===== config.mk =====
export PLATFORM = sky130hd
export DESIGN_NAME = wrf_ctrl
export DESIGN_NICKNAME = d
export VERILOG_FILES = /design/src/sv/wiener_restoration_filter_core_defines.svh /design/src/sv/wrf_pkg.sv /design/src/sv/wrf_ctrl.sv
export SDC_FILE = /design/constraint.sdc
export NUM_CORES = 1
export LEC_CHECK = 0
export BUFFER_PORTS_ARGS = -buffer_cell sky130_fd_sc_hd__buf_2
export CAP_MARGIN = 20
export CORE_ASPECT_RATIO = 1.1
export CORE_UTILIZATION = 57
export DETAILED_ROUTE_END_ITERATION = 7
export PLACE_DENSITY = 0.81
export SYNTH_ARGS = -nofsm -noshare
export SYNTH_HDL_FRONTEND = slang
export SYNTH_SLANG_ARGS = --single-unit

===== constraint.sdc =====
create_clock -name clk -period 3.6 [get_ports clk]
set_input_delay 0.36 -clock clk [delete_from_list [all_inputs] [get_ports clk]]
set_output_delay 0.36 -clock clk [all_outputs]
set_load 0.02 [all_outputs]

===== src/sv/wiener_restoration_filter_core_defines.svh =====
// Assertion macros shared by the Wiener restoration filter RTL.
`ifndef WIENER_RESTORATION_FILTER_CORE_DEFINES_SVH
`define WIENER_RESTORATION_FILTER_CORE_DEFINES_SVH

// Same-cycle implication, checked out of reset.
`define WRF_ASSERT_NOW(lbl, ante, cons, msg) \
  lbl: assert property (@(posedge clk) disable iff (!rst_n) (ante) |-> (cons)) else $error(msg);

// Next-cycle implication, checked out of reset.
`define WRF_ASSERT_NEXT(lbl, ante, cons, msg) \
  lbl: assert property (@(posedge clk) disable iff (!rst_n) (ante) |=> (cons)) else $error(msg);

`endif


===== src/sv/wrf_pkg.sv =====
// Shared types, constants and coefficient helper for the Wiener restoration filter.
`timescale 1ns / 1ps
package wrf_pkg;

  localparam int N_TAPS    = 7;
  localparam int N_ROWS    = 6;
  localparam int SAMP_W    = 12;
  localparam int PIX_W     = 12;
  localparam int TAP_W     = 8;
  localparam int COEF_W    = 11;
  localparam int OPND_W    = 17;
  localparam int PROD_W    = 28;
  localparam int ACC_W     = 32;
  localparam int HV_W      = 16;
  localparam int CFG_W     = 9;
  localparam int CFG_IDX_W = 3;
  localparam int CMP_W     = 13;

  localparam logic [1:0] DEPTH_8  = 2'd0;
  localparam logic [1:0] DEPTH_10 = 2'd1;

  typedef enum logic [CFG_IDX_W-1:0] {
    REG_H_TAP0,
    REG_H_TAP1,
    REG_H_TAP2,
    REG_V_TAP0,
    REG_V_TAP1,
    REG_V_TAP2,
    REG_DEPTH_MODE,
    REG_LINE_WIDTH
  } reg_idx_t;

  typedef logic [2:0][TAP_W-1:0] tap_set_t;

  typedef struct packed {
    logic       load;
    logic       h_acc;
    logic       h_fin;
    logic       rd_en;
    logic       v_acc;
    logic       v_fin;
    logic       wr_en;
    logic       shift;
    logic       out_load;
    logic       row_end;
    logic [2:0] tap;
    logic [2:0] rd_slot;
    logic [2:0] wr_slot;
  } cmd_t;

  typedef struct packed {
    logic out_busy;
  } stat_t;

  // Coefficient k of the mirrored 7-tap kernel; the center makes the taps sum to 128.
  function automatic logic signed [COEF_W-1:0] tap_coef(tap_set_t t, logic [2:0] k);
    logic signed [COEF_W-1:0] s;
    logic [2:0]               m;
    s = COEF_W'($signed(t[0])) + COEF_W'($signed(t[1])) + COEF_W'($signed(t[2]));
    m = 3'd6 - k;
    if (k < 3'd3) begin
      tap_coef = COEF_W'($signed(t[k[1:0]]));
    end else if (k == 3'd3) begin
      tap_coef = 11'sd128 - (s <<< 1);
    end else begin
      tap_coef = COEF_W'($signed(t[m[1:0]]));
    end
  endfunction

endpackage


===== src/sv/wrf_ctrl.sv =====
// Controller: counters, row bookkeeping and the state machine that sequences the datapath.
`timescale 1ns / 1ps
module wrf_ctrl #(
  parameter int MAX_LINE = 256,
  parameter int AW       = 8,
  parameter int CW       = 9
) (
  input  logic                       clk,
  input  logic                       rst_n,
  input  logic                       in_valid,
  output logic                       in_ready,
  input  logic                       region_start,
  input  logic [wrf_pkg::CFG_W-1:0]  line_width,
  input  wrf_pkg::stat_t             stat,
  output wrf_pkg::cmd_t              cmd,
  output logic [AW-1:0]              x
);
  import wrf_pkg::*;

  typedef enum logic [2:0] {
    S_IDLE,
    S_HMAC,
    S_HRND,
    S_VMAC,
    S_VRND,
    S_WR,
    S_OUT
  } state_t;

  state_t        state_r;
  logic [2:0]    k_r;
  logic [CW-1:0] col_r;
  logic [2:0]    rows_r;
  logic [2:0]    head_r;
  logic [AW-1:0] x_r;
  logic          xval_r;
  logic          full_r;
  logic          last_r;
  logic [2:0]    slot_r;

  logic             accept;
  logic [CMP_W-1:0] c13;
  logic [CMP_W-1:0] lw13;
  logic [CMP_W-1:0] w_eff;
  logic [CMP_W-1:0] x13;
  logic [2:0]       rows_c;
  logic [2:0]       head_c;
  logic             last_c;
  logic             xval_c;
  logic [3:0]       slot_sum;

  assign accept   = in_valid && in_ready;
  assign in_ready = (state_r == S_IDLE);

  always_comb begin
    c13    = region_start ? '0 : CMP_W'(col_r);
    rows_c = region_start ? '0 : rows_r;
    head_c = region_start ? '0 : head_r;
    lw13   = CMP_W'(line_width);
    if (lw13 == '0) begin
      w_eff = CMP_W'(1);
    end else if (lw13 > CMP_W'(MAX_LINE)) begin
      w_eff = CMP_W'(MAX_LINE);
    end else begin
      w_eff = lw13;
    end
    last_c   = c13 >= w_eff + CMP_W'(5);
    x13      = c13 - CMP_W'(6);
    xval_c   = (c13 >= CMP_W'(6)) && (x13 < CMP_W'(MAX_LINE));
    slot_sum = 4'(slot_r) + 4'(k_r);
    if (slot_sum >= 4'd6) begin
      slot_sum = slot_sum - 4'd6;
    end
  end

  always_comb begin
    cmd          = '0;
    cmd.load     = accept;
    cmd.row_end  = last_r;
    cmd.wr_slot  = slot_r;
    cmd.rd_slot  = slot_sum[2:0];
    cmd.tap      = k_r;
    unique case (state_r)
      S_IDLE: begin
      end
      S_HMAC: begin
        cmd.h_acc = 1'b1;
      end
      S_HRND: begin
        cmd.h_fin = 1'b1;
      end
      S_VMAC: begin
        cmd.rd_en = (k_r < 3'd6);
        cmd.v_acc = (k_r != 3'd0);
        cmd.tap   = k_r - 3'd1;
      end
      S_VRND: begin
        cmd.v_fin = 1'b1;
      end
      S_WR: begin
        cmd.wr_en = xval_r;
        cmd.shift = 1'b1;
      end
      S_OUT: begin
        cmd.out_load = !stat.out_busy;
      end
    endcase
  end

  assign x = x_r;

  always_ff @(posedge clk) begin
    if (!rst_n) begin
      state_r <= S_IDLE;
      k_r     <= '0;
      col_r   <= '0;
      rows_r  <= '0;
      head_r  <= '0;
      xval_r  <= 1'b0;
      full_r  <= 1'b0;
      last_r  <= 1'b0;
      slot_r  <= '0;
      x_r     <= '0;
    end else begin
      unique case (state_r)
        S_IDLE: begin
          if (accept) begin
            x_r    <= x13[AW-1:0];
            xval_r <= xval_c;
            full_r <= (rows_c == 3'd6);
            last_r <= last_c;
            slot_r <= head_c;
            k_r    <= '0;
            state_r <= xval_c ? S_HMAC : S_WR;
            if (last_c) begin
              col_r  <= '0;
              rows_r <= (rows_c < 3'd6) ? rows_c + 3'd1 : rows_c;
              head_r <= (head_c == 3'd5) ? 3'd0 : head_c + 3'd1;
            end else begin
              col_r  <= region_start ? CW'(1) : col_r + CW'(1);
              rows_r <= rows_c;
              head_r <= head_c;
            end
          end
        end
        S_HMAC: begin
          k_r <= k_r + 3'd1;
          if (k_r == 3'd6) begin
            state_r <= S_HRND;
          end
        end
        S_HRND: begin
          k_r     <= '0;
          state_r <= full_r ? S_VMAC : S_WR;
        end
        S_VMAC: begin
          k_r <= k_r + 3'd1;
          if (k_r == 3'd7) begin
            state_r <= S_VRND;
          end
        end
        S_VRND: begin
          state_r <= S_WR;
        end
        S_WR: begin
          state_r <= (xval_r && full_r) ? S_OUT : S_IDLE;
        end
        S_OUT: begin
          if (!stat.out_busy) begin
            state_r <= S_IDLE;
          end
        end
      endcase
    end
  end

endmodule


==> results.cfg <==
[worst_setup_path]
critical_path_class = primary input to flip-flop
rrSetupSlack_ns = 1.11
cp-start-kind = primary input
crit_arrival_ns = 3.44
crit_fanout = 8
required_ns = 3.77
reg2reg_from = col_r[2]
cp-end-kind = flip-flop
critPathLaunch = line_width[4]
reg2reg_to = head_r[2]
worstRegToRegCells = 7

[grt]
antenna_found_initial = 0
first_global_vias = 2060
track_usage_pct = 24.6
grt_max_degree = 33
grt_pass1_wl_um = 9110
grt_remaining_overflow = 0

[min_path]
hold_class = primary input to flip-flop
hp-start = rst_n
worstHoldEndpoint = state_r[0]
hold_depth = 3

[floorplan]
num_io_pins = 42
start_util_pct = 61.3
dieArea_um2 = 4660
die_w_um = 65.2
design.core.area_um2 = 4080
rows = 24
die_h_um = 71.5

[power]
power.internal_uw = 799
netSwitchingFraction_pct = 38.5
worst_ir_drop_vdd_v = 0.000315
netSwitchingPower_uw = 501
powerDensity_nw_per_um2 = 462
pwr-share-clk_pct = 28.8
seqPwrFrac_pct = 37.6
p_leak_uw = 0.00117
p_comb_share_pct = 33.7

[timing]
maxSlewViolCount = 0
period_minus_slack_ns = 3.27
fin_crit_sh_pct = 90.8
fmax_mhz = 306
setup-tns-final_ns = 0
holdWs_ns = 0.448
worstMarginPinSlew_ns = 0.808
hold_viol_final = 0
slew_headroom_pct = 46.1
setup_violations = 0
finalClockSkew_ns = 0.00808
worst_slack_ns = 0.330
rsz0062_at_grt = false

[placed_design]
gp_congestion = 0.796
port_buffers = 41
place_inst = 409
placed_area_um2 = 2700
pre_cts_ws_ns = 0.0258
dp_hpwl_um = 3890

[yosys]
syn_inst = 334
avgSynthCellArea_um2 = 7.50
syn_area_um2 = 2500
yosys.area.top_type = dfxtp_1
synth_edf_count = 0
synth_top_area_share_pct = 28.0
yosys_warnings = 0
async_reset_ff_share_pct = 0
ys_seq_area_share_pct = 28.0
synth_nets = 371
ys_top_cells_by_area = dfxtp_1 (28%), ha_1 (11%), nand2_1 (6.9%)
synthFlopType = dfxtp_1
ys_seq_elements = 35
synth.distinct_cells = 46

[final_layout]
diodes = 0
regArea_um2 = 701
final_nets = 401
layout-drive-gt1-share_pct = 15.1
multi_input_area_um2 = 1670
finalInstanceArea_um2 = 2820
fill_cells = 373
stdcell_count = 417
areaGrowthSynthToFinish_pct = 12.4

[clock_network]
hold_buffers = 0
clock_latency_ns = 0.29
cts_buffer_depth = 2
root_buffer = clkbuf_8
post_cts_buffers = 0
cts-resized-gates = 0
cts_sinks = 35
cts_made_buffers = 5
cts_tree = yes
htreeDepth = 2
clkTransAtPathRegs_ns = 0.07

[detailed_routing]
first_iter_violations = 100
wire_per_inst_um = 13.2
routed_wl_um = 5520
viasPerCell = 5.72
vias = 2386
final_antenna_net_count = 0
drt_first_pass_iters = 4
drc = 0

[job]
maxCapViolCount = 0

[outcome]
status = finished clean
state kept, by name, summed over array words and instances, names as in the netlist:
register  count
col_r         9
full_r        1
head_r        3
k_r           3
last_r        1
rows_r        3
slot_r        3
state_r       3
x             8
xval_r        1
worst max-delay path, cell delays in order:
cell       delay, ns
buf_2           0.13
or4_1           0.54
nor2_1          0.12
nor2_1          0.04
nor2_1          0.13
ha_1            0.24
o2111ai_1       0.13
xnor2_1         0.15
nand2_1         0.07
ha_1            0.28
nand3_1         0.11
o211ai_1        0.16
a21oi_1         0.50
nor3_1          0.10
or3_1           0.37
cell usage after synthesis (2+ instances only):
master,count
a31oi_1,8
nand4b_1,5
or2_2,2
a21oi_1,31
inv_1,10
a211oi_1,5
nor2b_1,17
dfxtp_1,35
nand2b_1,3
a21o_1,2
and2_1,3
nor3_1,15
nand3b_1,4
o21ai_1,3
ha_1,22
or4_1,2
o211ai_1,5
o21bai_1,2
xor2_1,3
nor2_1,21
and3_1,4
nor3b_1,2
o21ai_0,17
nand2_1,46
o21a_1,2
xnor2_1,12
or3_1,2
clkbuf_1,15
o2111ai_1,2
buf_4,2
nand3_1,17
placed cells by master, fill, tap and decap left out, types with 2 or more instances in the layout:
cell type,Yosys,final
a21oi_1,31,31
nand4b_1,5,5
nand3b_1,4,4
nor2b_1,17,17
nor3b_1,2,2
a211oi_1,5,5
clkbuf_8,0,6
buf_2,1,41
nor2_1,21,21
o21a_1,2,2
o21bai_1,2,2
and2_1,3,3
nand2b_1,3,3
nand3_1,17,17
or4_1,2,2
a21o_1,2,2
or3_1,2,2
a31oi_1,8,8
o211ai_1,5,5
o21ai_0,17,17
xnor2_1,12,12
buf_4,2,2
dfxtp_1,35,35
nand2_1,46,46
nor3_1,15,15
and3_1,4,4
ha_1,22,22
or2_2,2,2
inv_1,10,10
o2111ai_1,2,2
o21ai_1,3,3
xor2_1,3,3
power groups by stage:
stage | clock network [µW] | logic (µW) | registers (µW)
after floorplan | 0 | 336 | 484
after global placement | 0 | 431 | 494
after detailed placement | 0 | 438 | 498
after CTS | 376 | 441 | 488
after global routing | 394 | 481 | 498
final | 374 | 438 | 488
layer usage:
metal | track usage, % | wire, µm | up-vias
met1 | 30.1 | 2530 | 1079
met2 | 42.8 | 2730 | 54
met3 | 3.82 | 203 | 8
met4 | 9.66 | 58 | 0
met5 | 0 | 0 | -
li1 | - | - | 1245
area by class of cell:
| type | count | share of cell area, % |
|---|---|---|
| Clock inverter | 2 | 1.24 |
| Tap cell | 52 | 2.31 |
| Multi-Input combinational cell | 268 | 59.4 |
| Clock buffer | 6 | 2.93 |
| Sequential cell | 35 | 24.9 |
| Inverter | 11 | 1.47 |
| Timing Repair Buffer | 43 | 7.82 |
cell families after synthesis:
| kind of cell | share of synthesized area, % |
|---|---|
| xor+xnor | 5.24 |
| simple gates | 29.3 |
| buf+inv | 5.29 |
| fa+ha+maj | 11.8 |
| compound gates | 20.4 |
| flops | 28.0 |
worst max path at each step:
stage / to / slack [ns]
final: head_r[2] / 0.33
after global routing: head_r[1] / 0.05
after CTS: head_r[1] / 0.33
after detailed placement: head_r[2] / 0.03
after global placement: head_r[2] / 0.12
after floorplan: col_r[4] / 0.41
per-stage QoR:
stage	total power, µW	utilization (%)
finish	1300	69.0
global route	1370	69.0
CTS	1300	69.0
detailed placement	936	66.1
global placement	924	66.1
floorplan	820	-
No activity file was read; power rests on OpenSTA's default activity.
